File: src/design/ida_pkg.sv
// Package with the constants and control types of the I-divergence accumulator.
package ida_pkg;
   localparam int DEF_FRAC_BITS  = 16;
   localparam int DEF_COUNT_BITS = 32;
   localparam int SAMPLE_BITS    = 32;
   localparam int ACC_BITS       = 64;
   localparam int LOG_FRAC_BITS  = 24;
   localparam logic [31:0] LN2_Q32 = 32'd2977044472;

   typedef struct packed {
      logic load;
      logic norm;
      logic sq_step;
      logic ln_calc;
      logic prod_calc;
      logic add_term;
      logic add_y;
      logic div_init;
      logic div_step;
      logic out_load;
   } cmd_type;

   typedef struct packed {
      logic log_path;
      logic mask;
      logic last;
      logic count_zero;
      logic out_full;
   } status_type;
endpackage

File: src/design/ida_controller.sv
// Sequencer that steps the datapath through one pixel and the final division.
module ida_controller (
   input  logic                clock,
   input  logic                reset,
   input  logic                in_valid,
   output logic                in_ready,
   input  ida_pkg::status_type status,
   output ida_pkg::cmd_type    cmd
);
   import ida_pkg::*;

   localparam logic [3:0] ST_IDLE  = 4'd0;
   localparam logic [3:0] ST_NORM  = 4'd1;
   localparam logic [3:0] ST_LOG   = 4'd2;
   localparam logic [3:0] ST_LN    = 4'd3;
   localparam logic [3:0] ST_PROD  = 4'd4;
   localparam logic [3:0] ST_ADDT  = 4'd5;
   localparam logic [3:0] ST_ADDY  = 4'd6;
   localparam logic [3:0] ST_CHECK = 4'd7;
   localparam logic [3:0] ST_DIV   = 4'd8;
   localparam logic [3:0] ST_OUT   = 4'd9;

   localparam logic [5:0] LOG_LAST = 6'(LOG_FRAC_BITS - 1);
   localparam logic [5:0] DIV_LAST = 6'(ACC_BITS - 1);

   logic [3:0] state_ff, state_in;
   logic [5:0] iter_ff, iter_in;

   always_comb begin
      state_in = state_ff;
      iter_in  = iter_ff;
      cmd      = '0;
      in_ready = 1'b0;
      unique case (state_ff)
         ST_IDLE: begin
            in_ready = 1'b1;
            if (in_valid) begin
               cmd.load = 1'b1;
               state_in = ST_NORM;
            end
         end
         ST_NORM: begin
            // The flags of the latched pixel pick the path.
            iter_in = LOG_LAST;
            if (status.log_path) begin
               cmd.norm = 1'b1;
               state_in = ST_LOG;
            end else if (status.mask) begin
               state_in = ST_ADDY;
            end else begin
               state_in = ST_CHECK;
            end
         end
         ST_LOG: begin
            cmd.sq_step = 1'b1;
            iter_in     = iter_ff - 6'd1;
            if (iter_ff == 6'd0) state_in = ST_LN;
         end
         ST_LN: begin
            cmd.ln_calc = 1'b1;
            state_in    = ST_PROD;
         end
         ST_PROD: begin
            cmd.prod_calc = 1'b1;
            state_in      = ST_ADDT;
         end
         ST_ADDT: begin
            cmd.add_term = 1'b1;
            state_in     = ST_ADDY;
         end
         ST_ADDY: begin
            cmd.add_y = 1'b1;
            state_in  = ST_CHECK;
         end
         ST_CHECK: begin
            iter_in = DIV_LAST;
            if (!status.last) begin
               state_in = ST_IDLE;
            end else if (status.count_zero) begin
               state_in = ST_OUT;
            end else begin
               cmd.div_init = 1'b1;
               state_in     = ST_DIV;
            end
         end
         ST_DIV: begin
            cmd.div_step = 1'b1;
            iter_in      = iter_ff - 6'd1;
            if (iter_ff == 6'd0) state_in = ST_OUT;
         end
         ST_OUT: begin
            if (!status.out_full) begin
               cmd.out_load = 1'b1;
               state_in     = ST_IDLE;
            end
         end
         default: state_in = ST_IDLE;
      endcase
   end

   always_ff @(posedge clock) begin
      if (reset) begin
         state_ff <= ST_IDLE;
         iter_ff  <= '0;
      end else begin
         state_ff <= state_in;
         iter_ff  <= iter_in;
      end
   end
endmodule

File: config.mk
export PLATFORM = sky130hd
export DESIGN_NAME = ida_controller
export DESIGN_NICKNAME = d
export VERILOG_FILES = /design/src/design/ida_pkg.sv /design/src/design/ida_controller.sv
export SDC_FILE = /design/constraint.sdc
export NUM_CORES = 1
export LEC_CHECK = 0
export ABC_AREA = 1
export BUFFER_PORTS_ARGS = -buffer_cell sky130_fd_sc_hd__buf_2
export CORE_MARGIN = 4
export CORE_UTILIZATION = 45
export DETAILED_ROUTE_END_ITERATION = 8
export GPL_TIMING_DRIVEN = 0
export PLACE_DENSITY = 0.7
export SLEW_MARGIN = 30
export SYNTH_ARGS = -nofsm -noshare
export SYNTH_HDL_FRONTEND = slang
export SYNTH_SLANG_ARGS = --single-unit
export TNS_END_PERCENT = 5
File: constraint.sdc
create_clock -name clock -period 1.4 [get_ports clock]
set_input_delay 0.21 -clock clock [delete_from_list [all_inputs] [get_ports clock]]
set_output_delay 0.21 -clock clock [all_outputs]
set_load 0.03 [all_outputs]
==> flow_summary.json, run 1 <==
{
  "seq_power_share": 0.258,
  "die_area_um2": 2330,
  "vertical_extent_of_the_die_um": 48.2,
  "setup_slack_of_the_critical_path_after_layout_ps": -20.9,
  "crit_reg_reg_startpoint": "state_ff[2]",
  "power_frac_clock": 0.094,
  "final.setup.tns_ps": -40.2,
  "criticalPathCategory": "reg -> out",
  "clock_tree.root_cell": "sky130_fd_sc_hd__clkbuf_4",
  "post-dp-hpwl_mm": 1.32,
  "flip_flop_cell_with_the_highest_count_after_synthesis": "sky130_fd_sc_hd__dfxtp_1",
  "ys_seq_area_frac": 0.275,
  "whs_path_depth": 2,
  "hp-start": "reset",
  "post_drt_wl_per_cell_um": 12.1,
  "globalplace.congestion": 0.834,
  "synth_top_area_share": 0.275,
  "clock_sinks": 10,
  "post_synth_most_frequent_cells": "sky130_fd_sc_hd__inv_1, sky130_fd_sc_hd__nand2_1, sky130_fd_sc_hd__nand3_1, sky130_fd_sc_hd__nor2_1, sky130_fd_sc_hd__dfxtp_1",
  "antenna_cells_inserted": 0,
  "critical_path.max_fanout": 4,
  "grt_pass1_vias": 726,
  "vias_per_std_cell": 5.22,
  "clock_insertion_delay_at_the_later_pin_of_the_skew_report_ps": 270,
  "placement.setup.worst_slack_ps": -8.03,
  "cts_hold_buffers": 0,
  "crit_required_ps": 1190,
  "die_w_um": 48.2,
  "cts.htree.levels": 1,
  "flow.area_growth_from_synthesis_pct": 41.4,
  "total_global_routing_overflow": 0,
  "hp-class": "in -> reg",
  "synth_edf_count": 0,
  "grt_usage": 0.189,
  "nNetsFinal": 157,
  "tritoncts": "built",
  "worst_hold_slack_ps": 193,
  "placement.io_buffers": 18,
  "crit_arrival_ps": 1210,
  "fin_worst_skew_ps": 0.342,
  "synth_area_um2": 728,
  "remaining_drc_errors": 0,
  "grt_pass1_wl_mm": 3.07,
  "synthMostInstantiatedCell": "sky130_fd_sc_hd__inv_1",
  "placementRows": 14,
  "post_synthesis_net_count": 128,
  "netlist_top_cells_area": "sky130_fd_sc_hd__dfxtp_1, sky130_fd_sc_hd__inv_1, sky130_fd_sc_hd__nand3_1",
  "worst_setup_path_start_kind": "flop",
  "synth_top_area_cell": "sky130_fd_sc_hd__dfxtp_1",
  "finalSetupViolCount": 4,
  "finalMaxSlewViolations": 0,
  "worst_setup_hold_path_clk_slew_ps": 60,
  "power_density_nw_per_um2": 2080,
  "rr_worst_depth": 8,
  "worst-slew-pin-transition_ps": 259,
  "comb_power_share": 0.649,
  "io_pins": 19,
  "antenna_found_initial": 0,
  "cp-end-kind": "output pin",
  "num-fill-cells": 130,
  "power.switching_fraction": 0.504,
  "coreArea_um2": 1520,
  "rr_endpoint": "state_ff[3]",
  "p_int_mw": 1.06,
  "drt_first_iter_violations": 32,
  "synth.ff_latch_count": 10,
  "timing.final.hold_violations": 0,
  "start_util": 0.478,
  "grt_start_max_net_pins": 10,
  "synthArstFlopShare": 0,
  "cts_max_path_buffers": 2,
  "syn-instance-count": 118,
  "timing.reg2reg.setup_slack_ps": 150,
  "worst_hold_path.endpoint": "state_ff[0]",
  "netlist-cell-type-count": 20,
  "finalInstanceArea_um2": 1030,
  "tritoncts.num_buffers": 3,
  "dpl_cell_area_um2": 845,
  "max-vdd-ir-drop_v": 0.00114,
  "vias": 840,
  "drt-pass1-iter-count": 5,
  "total_of_warnings_raised_by_yosys": 0,
  "leakage_nw": 0.520,
  "grt_setup_unrepaired": "true",
  "post_synth.cell_area_avg_um2": 6.17,
  "post-route-period-util": 1.01,
  "total_routed_wirelength_mm": 1.94,
  "timing.final.crit_period_ps": 1420,
  "run_status": "finished, violations left",
  "worst_slew_margin_rel": 0.827,
  "timing.fmax_mhz": 704,
  "total_power_mw": 2.14,
  "power.switching_mw": 1.08,
  "timing.max_cap.violations": 0,
  "antenna_left": 0,
  "violated_checks": "negative setup slack",
  "proportion_of_layout_cells_with_a_drive_suffix_above_1": 0.414
}
==> metal layers <==
layer  GRT usage  wire length, µm  vias to the layer above
met5           0                0                        -
met3      0.0332              122                        5
met4      0.0645               26                        0
met1       0.241              848                      373
li1            -                -                      429
met2       0.318              943                       33
==> flip-flops by register name, indices dropped and copies added, names as in the netlist <==
register	cells
iter_ff	6
state_ff	4
==> power groups by stage <==
stage	Sequential, mW	Clock [mW]	Combinational, mW
final	0.553	0.201	1.39
after global routing	0.569	0.224	1.54
after CTS	0.535	0.203	1.29
after detailed placement	0.514	0	1.12
after global placement	0.510	0	1.10
after floorplan	0.487	0	0.913
==> final cells by class <==
cell class / count / area, µm² / share of cell area
Tap cell: 16 / 20.0 / 0.0194
Multi-Input combinational cell: 82 / 490 / 0.476
Clock buffer: 3 / 22.5 / 0.0219
Timing Repair Buffer: 24 / 181 / 0.176
Inverter: 26 / 100 / 0.0972
Sequential cell: 10 / 215 / 0.209
==> how the worst max path moves through the flow <==
stage | startpoint | to | slack [ps] | cells after the start
after floorplan | state_ff[2] | cmd[3] | -200 | 4
after global placement | state_ff[2] | cmd[3] | 30 | 5
after detailed placement | state_ff[2] | cmd[3] | -8 | 5
after CTS | state_ff[2] | cmd[3] | -20 | 5
after global routing | state_ff[2] | cmd[3] | -80 | 5
final | state_ff[2] | cmd[3] | -20 | 5
==> cells in the final DEF (no fill, tap or decap) <==
master and n:
sky130_fd_sc_hd__inv_2 8, sky130_fd_sc_hd__nand2_4 1, sky130_fd_sc_hd__a21oi_1 6, sky130_fd_sc_hd__ha_1 2
sky130_fd_sc_hd__xnor2_1 1, sky130_fd_sc_hd__nand2_1 17, sky130_fd_sc_hd__buf_6 5, sky130_fd_sc_hd__clkbuf_4 3
sky130_fd_sc_hd__nor4_1 1, sky130_fd_sc_hd__nor4_2 1, sky130_fd_sc_hd__dfxtp_4 4, sky130_fd_sc_hd__xor2_1 1
sky130_fd_sc_hd__nand2_2 6, sky130_fd_sc_hd__nand3_2 1, sky130_fd_sc_hd__nor3_2 1, sky130_fd_sc_hd__o21a_1 1
sky130_fd_sc_hd__buf_4 12, sky130_fd_sc_hd__o21ai_0 2, sky130_fd_sc_hd__nor2_2 3, sky130_fd_sc_hd__nor3_4 1
sky130_fd_sc_hd__nor2_4 6, sky130_fd_sc_hd__dfxtp_1 6, sky130_fd_sc_hd__inv_1 17, sky130_fd_sc_hd__inv_4 1
sky130_fd_sc_hd__nor2_1 11, sky130_fd_sc_hd__buf_2 7, sky130_fd_sc_hd__nand3_1 16, sky130_fd_sc_hd__nand4_1 3
sky130_fd_sc_hd__a31oi_1 1
==> kinds of logic (layout without fill, tap and decap cells) <==
family                     count (synthesis)  in the layout  share of synthesized area
adders and majority gates                  2              2                     0.0344
and+or+nand+nor                           68             68                      0.459
xor gates and xnor gates                   2              2                     0.0241
buffers and inverters                     26             53                      0.134
DFF                                       10             10                      0.275
AOI/OAI and AO/OA                         10             10                     0.0739
==> worst max-delay path: stages (launching register included) <==
cell and delay [ps]:
sky130_fd_sc_hd__dfxtp_4 390, sky130_fd_sc_hd__inv_2 60, sky130_fd_sc_hd__nor2_4 130, sky130_fd_sc_hd__inv_2 80, sky130_fd_sc_hd__nor3_4 130, sky130_fd_sc_hd__buf_6 150
==> repair_timing <==
item | CTS | global route
endpoints found under the setup margin | 11 | 11
gates cloned | 0 | 0
pin swaps | 3 | 2
gates resized for setup | 29 | 16
setup buffers | 5 | 1
==> stage by stage <==
stage	utilization	std cells
2_1_floorplan	-	118
3_3_place_gp	0.554	152
3_5_place_dp	0.554	152
4_1_cts	0.643	160
5_1_grt	0.676	161
6_report	0.676	161
No activity file was read; power rests on OpenSTA's default activity.
==> run 2, diff against run 1 <==
CORE_UTILIZATION = 50   (was 45)
PLACE_DENSITY = 0.76   (was 0.7)
==> run 2 against run 1 <==
Sequential cell count did not move. Largest power group unchanged. The run still ends with negative setup slack left. Clock-buffer cell count stayed put. Via count rose by 1.7%. Non-clock buffer count shrank 1.
==> flow_summary.json, run 2 (synthesis gave the netlist of run 1 again) <==
{
  "crit_reg_reg_startpoint": "state_ff[1]",
  "nNetsFinal": 156,
  "post-route-period-util": 1.03,
  "grt_pass1_wl_mm": 3.32,
  "grt_setup_unrepaired": "true",
  "grt_pass1_vias": 798,
  "worst_setup_path_start_kind": "flop",
  "cts_max_path_buffers": 2,
  "rr_worst_depth": 8,
  "tritoncts": "built",
  "rr_endpoint": "state_ff[3]",
  "power_frac_clock": 0.093,
  "comb_power_share": 0.647,
  "clock_insertion_delay_at_the_later_pin_of_the_skew_report_ps": 260,
  "antenna_cells_inserted": 0,
  "vertical_extent_of_the_die_um": 46.2,
  "antenna_found_initial": 0,
  "clock_tree.root_cell": "sky130_fd_sc_hd__clkbuf_4",
  "leakage_nw": 0.525,
  "largest_reg_flops": 6,
  "placement.io_buffers": 18,
  "hp-class": "in -> reg",
  "largest-register": "iter_ff",
  "timing.reg2reg.setup_slack_ps": 170,
  "cts.htree.levels": 1,
  "start_util": 0.546,
  "power.switching_mw": 1.11,
  "vias": 854,
  "worst_path_max_delay_cell": "sky130_fd_sc_hd__dfxtp_4",
  "grt_start_max_net_pins": 10,
  "globalplace.congestion": 0.818,
  "critical_path.max_fanout": 4,
  "hp-start": "reset",
  "total_global_routing_overflow": 0,
  "timing.fmax_mhz": 697,
  "worst_hold_path.endpoint": "state_ff[0]",
  "vias_per_std_cell": 5.37,
  "worst_slew_margin_rel": 0.833,
  "worst_setup_hold_path_clk_slew_ps": 60,
  "timing.max_cap.violations": 0,
  "final_cell_mix": "sky130_fd_sc_hd__inv_1, sky130_fd_sc_hd__nand2_1, sky130_fd_sc_hd__nand3_1",
  "p_int_mw": 1.05,
  "largest_registers": "iter_ff: 6 flops, state_ff: 4 flops",
  "run_status": "finished, violations left",
  "fin_worst_skew_ps": 3.66,
  "layout.cells.most_common": "sky130_fd_sc_hd__inv_1",
  "timing.final.crit_period_ps": 1440,
  "whs_path_depth": 2,
  "finalMaxSlewViolations": 0,
  "worst-slew-pin-transition_ps": 249,
  "io_pins": 19,
  "grt_usage": 0.218,
  "crit_arrival_ps": 1230,
  "tritoncts.num_buffers": 3,
  "criticalPathCategory": "reg -> out",
  "total_routed_wirelength_mm": 2.05,
  "placement.setup.worst_slack_ps": -5.94,
  "timing.final.hold_violations": 0,
  "post_drt_wl_per_cell_um": 12.9,
  "max-vdd-ir-drop_v": 0.00124,
  "finalInstanceArea_um2": 1020,
  "coreArea_um2": 1330,
  "path_cells": "nor2_4 > inv_1 > nor3_2 > buf_4",
  "critical_path.max_stage_delay_ps": 380,
  "drt_first_iter_violations": 39,
  "flow.area_growth_from_synthesis_pct": 39.7,
  "num-fill-cells": 99,
  "placementRows": 13,
  "remaining_drc_errors": 0,
  "proportion_of_layout_cells_with_a_drive_suffix_above_1": 0.382,
  "antenna_left": 0,
  "die_area_um2": 2130,
  "seq_power_share": 0.260,
  "power.switching_fraction": 0.514,
  "clock_sinks": 10,
  "die_w_um": 46.2,
  "cts_hold_buffers": 0,
  "setup_slack_of_the_critical_path_after_layout_ps": -35.6,
  "finalSetupViolCount": 3,
  "dpl_cell_area_um2": 843,
  "final.setup.tns_ps": -67.6,
  "cp-end-kind": "output pin",
  "total_power_mw": 2.15,
  "power_density_nw_per_um2": 2120,
  "drt-pass1-iter-count": 4,
  "violated_checks": "negative setup slack",
  "crit_required_ps": 1190,
  "post-dp-hpwl_mm": 1.43
}
-- run 2: cell types whose count changed in the layout (fill, tap and decap cells not counted), moves of 2 or more --
cell	before	now
sky130_fd_sc_hd__buf_6	5	3
sky130_fd_sc_hd__inv_1	17	20
sky130_fd_sc_hd__nor2_2	3	1
sky130_fd_sc_hd__inv_2	8	4
-- run 2: cell type report --
type	count	area, µm²	area share
multi-input combinational	82	492	0.483
sequential	10	215	0.212
timing repair buffer	23	166	0.164
inverter	26	103	0.101
clock buffer	3	22.5	0.0221
tap	15	18.8	0.0185
-- run 2: worst max-delay path by stage --
stage / end / cells after the start / slack (ps) / from
after floorplan: cmd[3] / 4 / -200 / state_ff[2]
after global placement: cmd[3] / 5 / 40 / state_ff[2]
after detailed placement: cmd[3] / 5 / -6 / state_ff[2]
after CTS: cmd[2] / 5 / -40 / state_ff[2]
after global routing: cmd[9] / 4 / -110 / state_ff[1]
final: cmd[9] / 4 / -40 / state_ff[1]
-- run 2: metal layers --
metal  part of all wire  vias up  routed length (µm)  GRT usage
li1                   -      426                   -          -
met4              0.038        0                  78      0.102
met2               0.47       32                 973      0.379
met5                  0        -                   0          0
met3              0.060       10                 123     0.0391
met1               0.43      386                 874      0.253
-- run 2: repair_timing --
action,4_1_cts,5_1_grt
pin swaps,4,2
buffers inserted,4,1
endpoints found under the hold margin,0,0
resized for setup,24,18
setup endpoints to repair,11,11
-- run 2: metrics by stage --
stage                      util  hold WS [ps]  cells
after floorplan               -           279    118
after global placement    0.632           477    151
after detailed placement  0.632           481    151
after CTS                 0.719           195    158
after global routing      0.763           194    159
final                     0.763           200    159
-- run 2: worst max-delay path, delay by kind of cell (launching register included) --
family / cells / cell delay, ps
flops: 1 / 380
simple gates: 2 / 310
buf+inv: 2 / 270
-- run 2: power by group through the flow --
stage	Clock (mW)	Sequential [mW]	Combinational, mW
floorplan	0	0.487	0.913
global placement	0	0.509	1.10
detailed placement	0	0.513	1.13
CTS	0.200	0.541	1.28
global route	0.222	0.578	1.53
finish	0.200	0.560	1.39
==> run 3, diff against run 2 <==
BUFFER_PORTS_ARGS = default   (was -buffer_cell sky130_fd_sc_hd__buf_2)
DONT_BUFFER_PORTS = 1   (was default)
PLACE_DENSITY = default   (was 0.76)
==> run 3 against run 2 <==
The flow still finishes with violations (negative setup slack). Hold slack got worse by 110 ps. Die area unchanged. Maximum frequency decreased by 2.2%. Clock-buffer cell count increased by 1. Sequential power decreased by 1%. First-iteration DRC count decreased by 33%.
==> flow_summary.json, run 3 (synthesis gave the netlist of run 1 again) <==
{
  "fin_worst_skew_ps": 2.89,
  "clock_insertion_delay_at_the_later_pin_of_the_skew_report_ps": 270,
  "met2WireLength_um": 731,
  "remaining_drc_errors": 0,
  "critical_path.max_stage_delay_ps": 490,
  "antenna_found_initial": 0,
  "io_pins": 19,
  "detailroute.wirelength.met3_um": 197,
  "run_status": "finished, violations left",
  "timing.final.hold_violations": 0,
  "comb_power_share": 0.622,
  "hp-start": "reset",
  "worst-slew-pin-transition_ps": 486,
  "hp-class": "in -> reg",
  "criticalPathCategory": "reg -> out",
  "finalInstanceArea_um2": 950,
  "violated_checks": "negative setup slack",
  "timing.reg2reg.setup_slack_ps": 140,
  "critical_path.max_fanout": 3,
  "vertical_extent_of_the_die_um": 46.2,
  "post-dp-hpwl_mm": 1.26,
  "clock_tree.root_cell": "sky130_fd_sc_hd__clkbuf_4",
  "worst_setup_path_start_kind": "flop",
  "timing.max_cap.violations": 0,
  "placement.io_buffers": 0,
  "coreArea_um2": 1330,
  "grt_usage": 0.187,
  "crit_required_ps": 1190,
  "rr_endpoint": "iter_ff[1]",
  "top_layer_used": "met4",
  "worst_path_max_delay_cell": "sky130_fd_sc_hd__nor4_4",
  "seq_power_share": 0.256,
  "final_cell_mix": "sky130_fd_sc_hd__nand2_1, sky130_fd_sc_hd__nand3_1, sky130_fd_sc_hd__inv_1",
  "clock_sinks": 10,
  "worst_setup_hold_path_clk_slew_ps": 70,
  "placement.setup.worst_slack_ps": -338,
  "grt_pass1_vias": 678,
  "flow.area_growth_from_synthesis_pct": 30.4,
  "total_global_routing_overflow": 0,
  "start_util": 0.546,
  "largest_registers": "iter_ff: 6 flops, state_ff: 4 flops",
  "antenna_left": 0,
  "total_routed_wirelength_mm": 1.71,
  "timing.fmax_mhz": 681,
  "largest_reg_flops": 6,
  "finalSetupViolCount": 6,
  "max-vdd-ir-drop_v": 0.00123,
  "drt-pass1-iter-count": 4,
  "post_drt_wl_per_cell_um": 12.1,
  "antenna_cells_inserted": 0,
  "drt_first_iter_violations": 26,
  "cts.htree.levels": 1,
  "met1_length_um": 758,
  "proportion_of_layout_cells_with_a_drive_suffix_above_1": 0.341,
  "globalplace.congestion": 0.820,
  "cts_max_path_buffers": 2,
  "cpLargestDelayFamily": "simple AND/OR/NAND/NOR gates",
  "finalMaxSlewViolations": 0,
  "p_int_mw": 1.05,
  "placementRows": 13,
  "path_cells": "buf_12 > nor4_4",
  "dpl_cell_area_um2": 753,
  "grt_start_max_net_pins": 10,
  "worst_slew_margin_rel": 0.673,
  "timing.final.crit_period_ps": 1470,
  "post-route-period-util": 1.05,
  "cp-end-kind": "output pin",
  "vias_per_std_cell": 5.60,
  "die_area_um2": 2130,
  "leakage_nw": 0.426,
  "vias": 789,
  "nNetsFinal": 137,
  "crit_arrival_ps": 1260,
  "die_w_um": 46.2,
  "crit_reg_reg_startpoint": "state_ff[0]",
  "tritoncts": "built",
  "grt_setup_unrepaired": "true",
  "power_frac_clock": 0.122,
  "setup_slack_of_the_critical_path_after_layout_ps": -68.0,
  "power.switching_fraction": 0.513,
  "cp_num_buf_inv": 1,
  "rr_worst_depth": 7,
  "tritoncts.num_buffers": 3,
  "worst_hold_path.endpoint": "iter_ff[1]",
  "whs_path_depth": 2,
  "power_density_nw_per_um2": 2270,
  "power.switching_mw": 1.11,
  "largest-register": "iter_ff",
  "grt_pass1_wl_mm": 2.88
}
## run 3: cell types whose count changed in the layout (fill, tap and decap cells not counted), sizes merged
cell	delta
dlygate4sd3	+1
clkinvlp	+1
buf	-20
clkbuf	+1
inv	-1
## run 3: routing by layer
layer | global-route usage | vias to the layer above
met2 | 0.261 | 39
li1 | - | 391
met3 | 0.0469 | 4
met4 | 0.0852 | 0
met1 | 0.263 | 355
met5 | 0 | -
## run 3: worst max-delay path by stage
stage	from	end	slack, ps	cells past startpoint
after global placement	state_ff[2]	cmd[3]	-320	4
after detailed placement	state_ff[2]	cmd[3]	-340	4
after global routing	state_ff[0]	cmd[2]	-130	4
after floorplan	state_ff[2]	cmd[3]	-200	4
after CTS	state_ff[2]	cmd[3]	-90	4
final	state_ff[2]	cmd[0]	-70	2
## run 3: layout make-up
cell class              count  area, µm²
multi-input cells          82        533
fillers                   119        384
flip-flops and latches     10        215
inverters                  26        101
repair buffers              4       45.0
clock buffers               4       36.3
well taps                  15       18.8
## run 3: through the flow
step	util	power (mW)	cells	setup TNS [ps]	hold WS [ps]
2_1_floorplan	-	1.40	118	-359	279
3_3_place_gp	0.565	1.54	133	-958	281
3_5_place_dp	0.565	1.56	133	-1080	284
4_1_cts	0.700	2.12	141	-400	82.7
5_1_grt	0.712	2.35	141	-675	86.5
6_report	0.712	2.16	141	-256	92.5
## run 3: worst register-to-register path, delay by kind of cell (launching register included)
kind / cells / cell delay [ps]
flip-flops: 1 / 410
AND/OR/NAND/NOR: 5 / 460
buffers and inverters: 1 / 130
AO/OA/AOI/OAI: 1 / 160
## run 3: timing repair
item                       4_1_cts  5_1_grt
setup buffers                    3        0
hold buffers                     1        0
setup endpoints to repair       12        9
gates resized for setup         32        5
pin swaps                        5        4
hold endpoints to repair         5        0
## run 3: power by group through the flow
| stage | combinational, mW | clock, mW | sequential [mW] |
|---|---|---|---|
| 2_1_floorplan | 0.913 | 0 | 0.487 |
| 3_3_place_gp | 1.03 | 0 | 0.507 |
| 3_5_place_dp | 1.04 | 0 | 0.515 |
| 4_1_cts | 1.30 | 0.275 | 0.547 |
| 5_1_grt | 1.49 | 0.288 | 0.570 |
| 6_report | 1.34 | 0.263 | 0.553 |
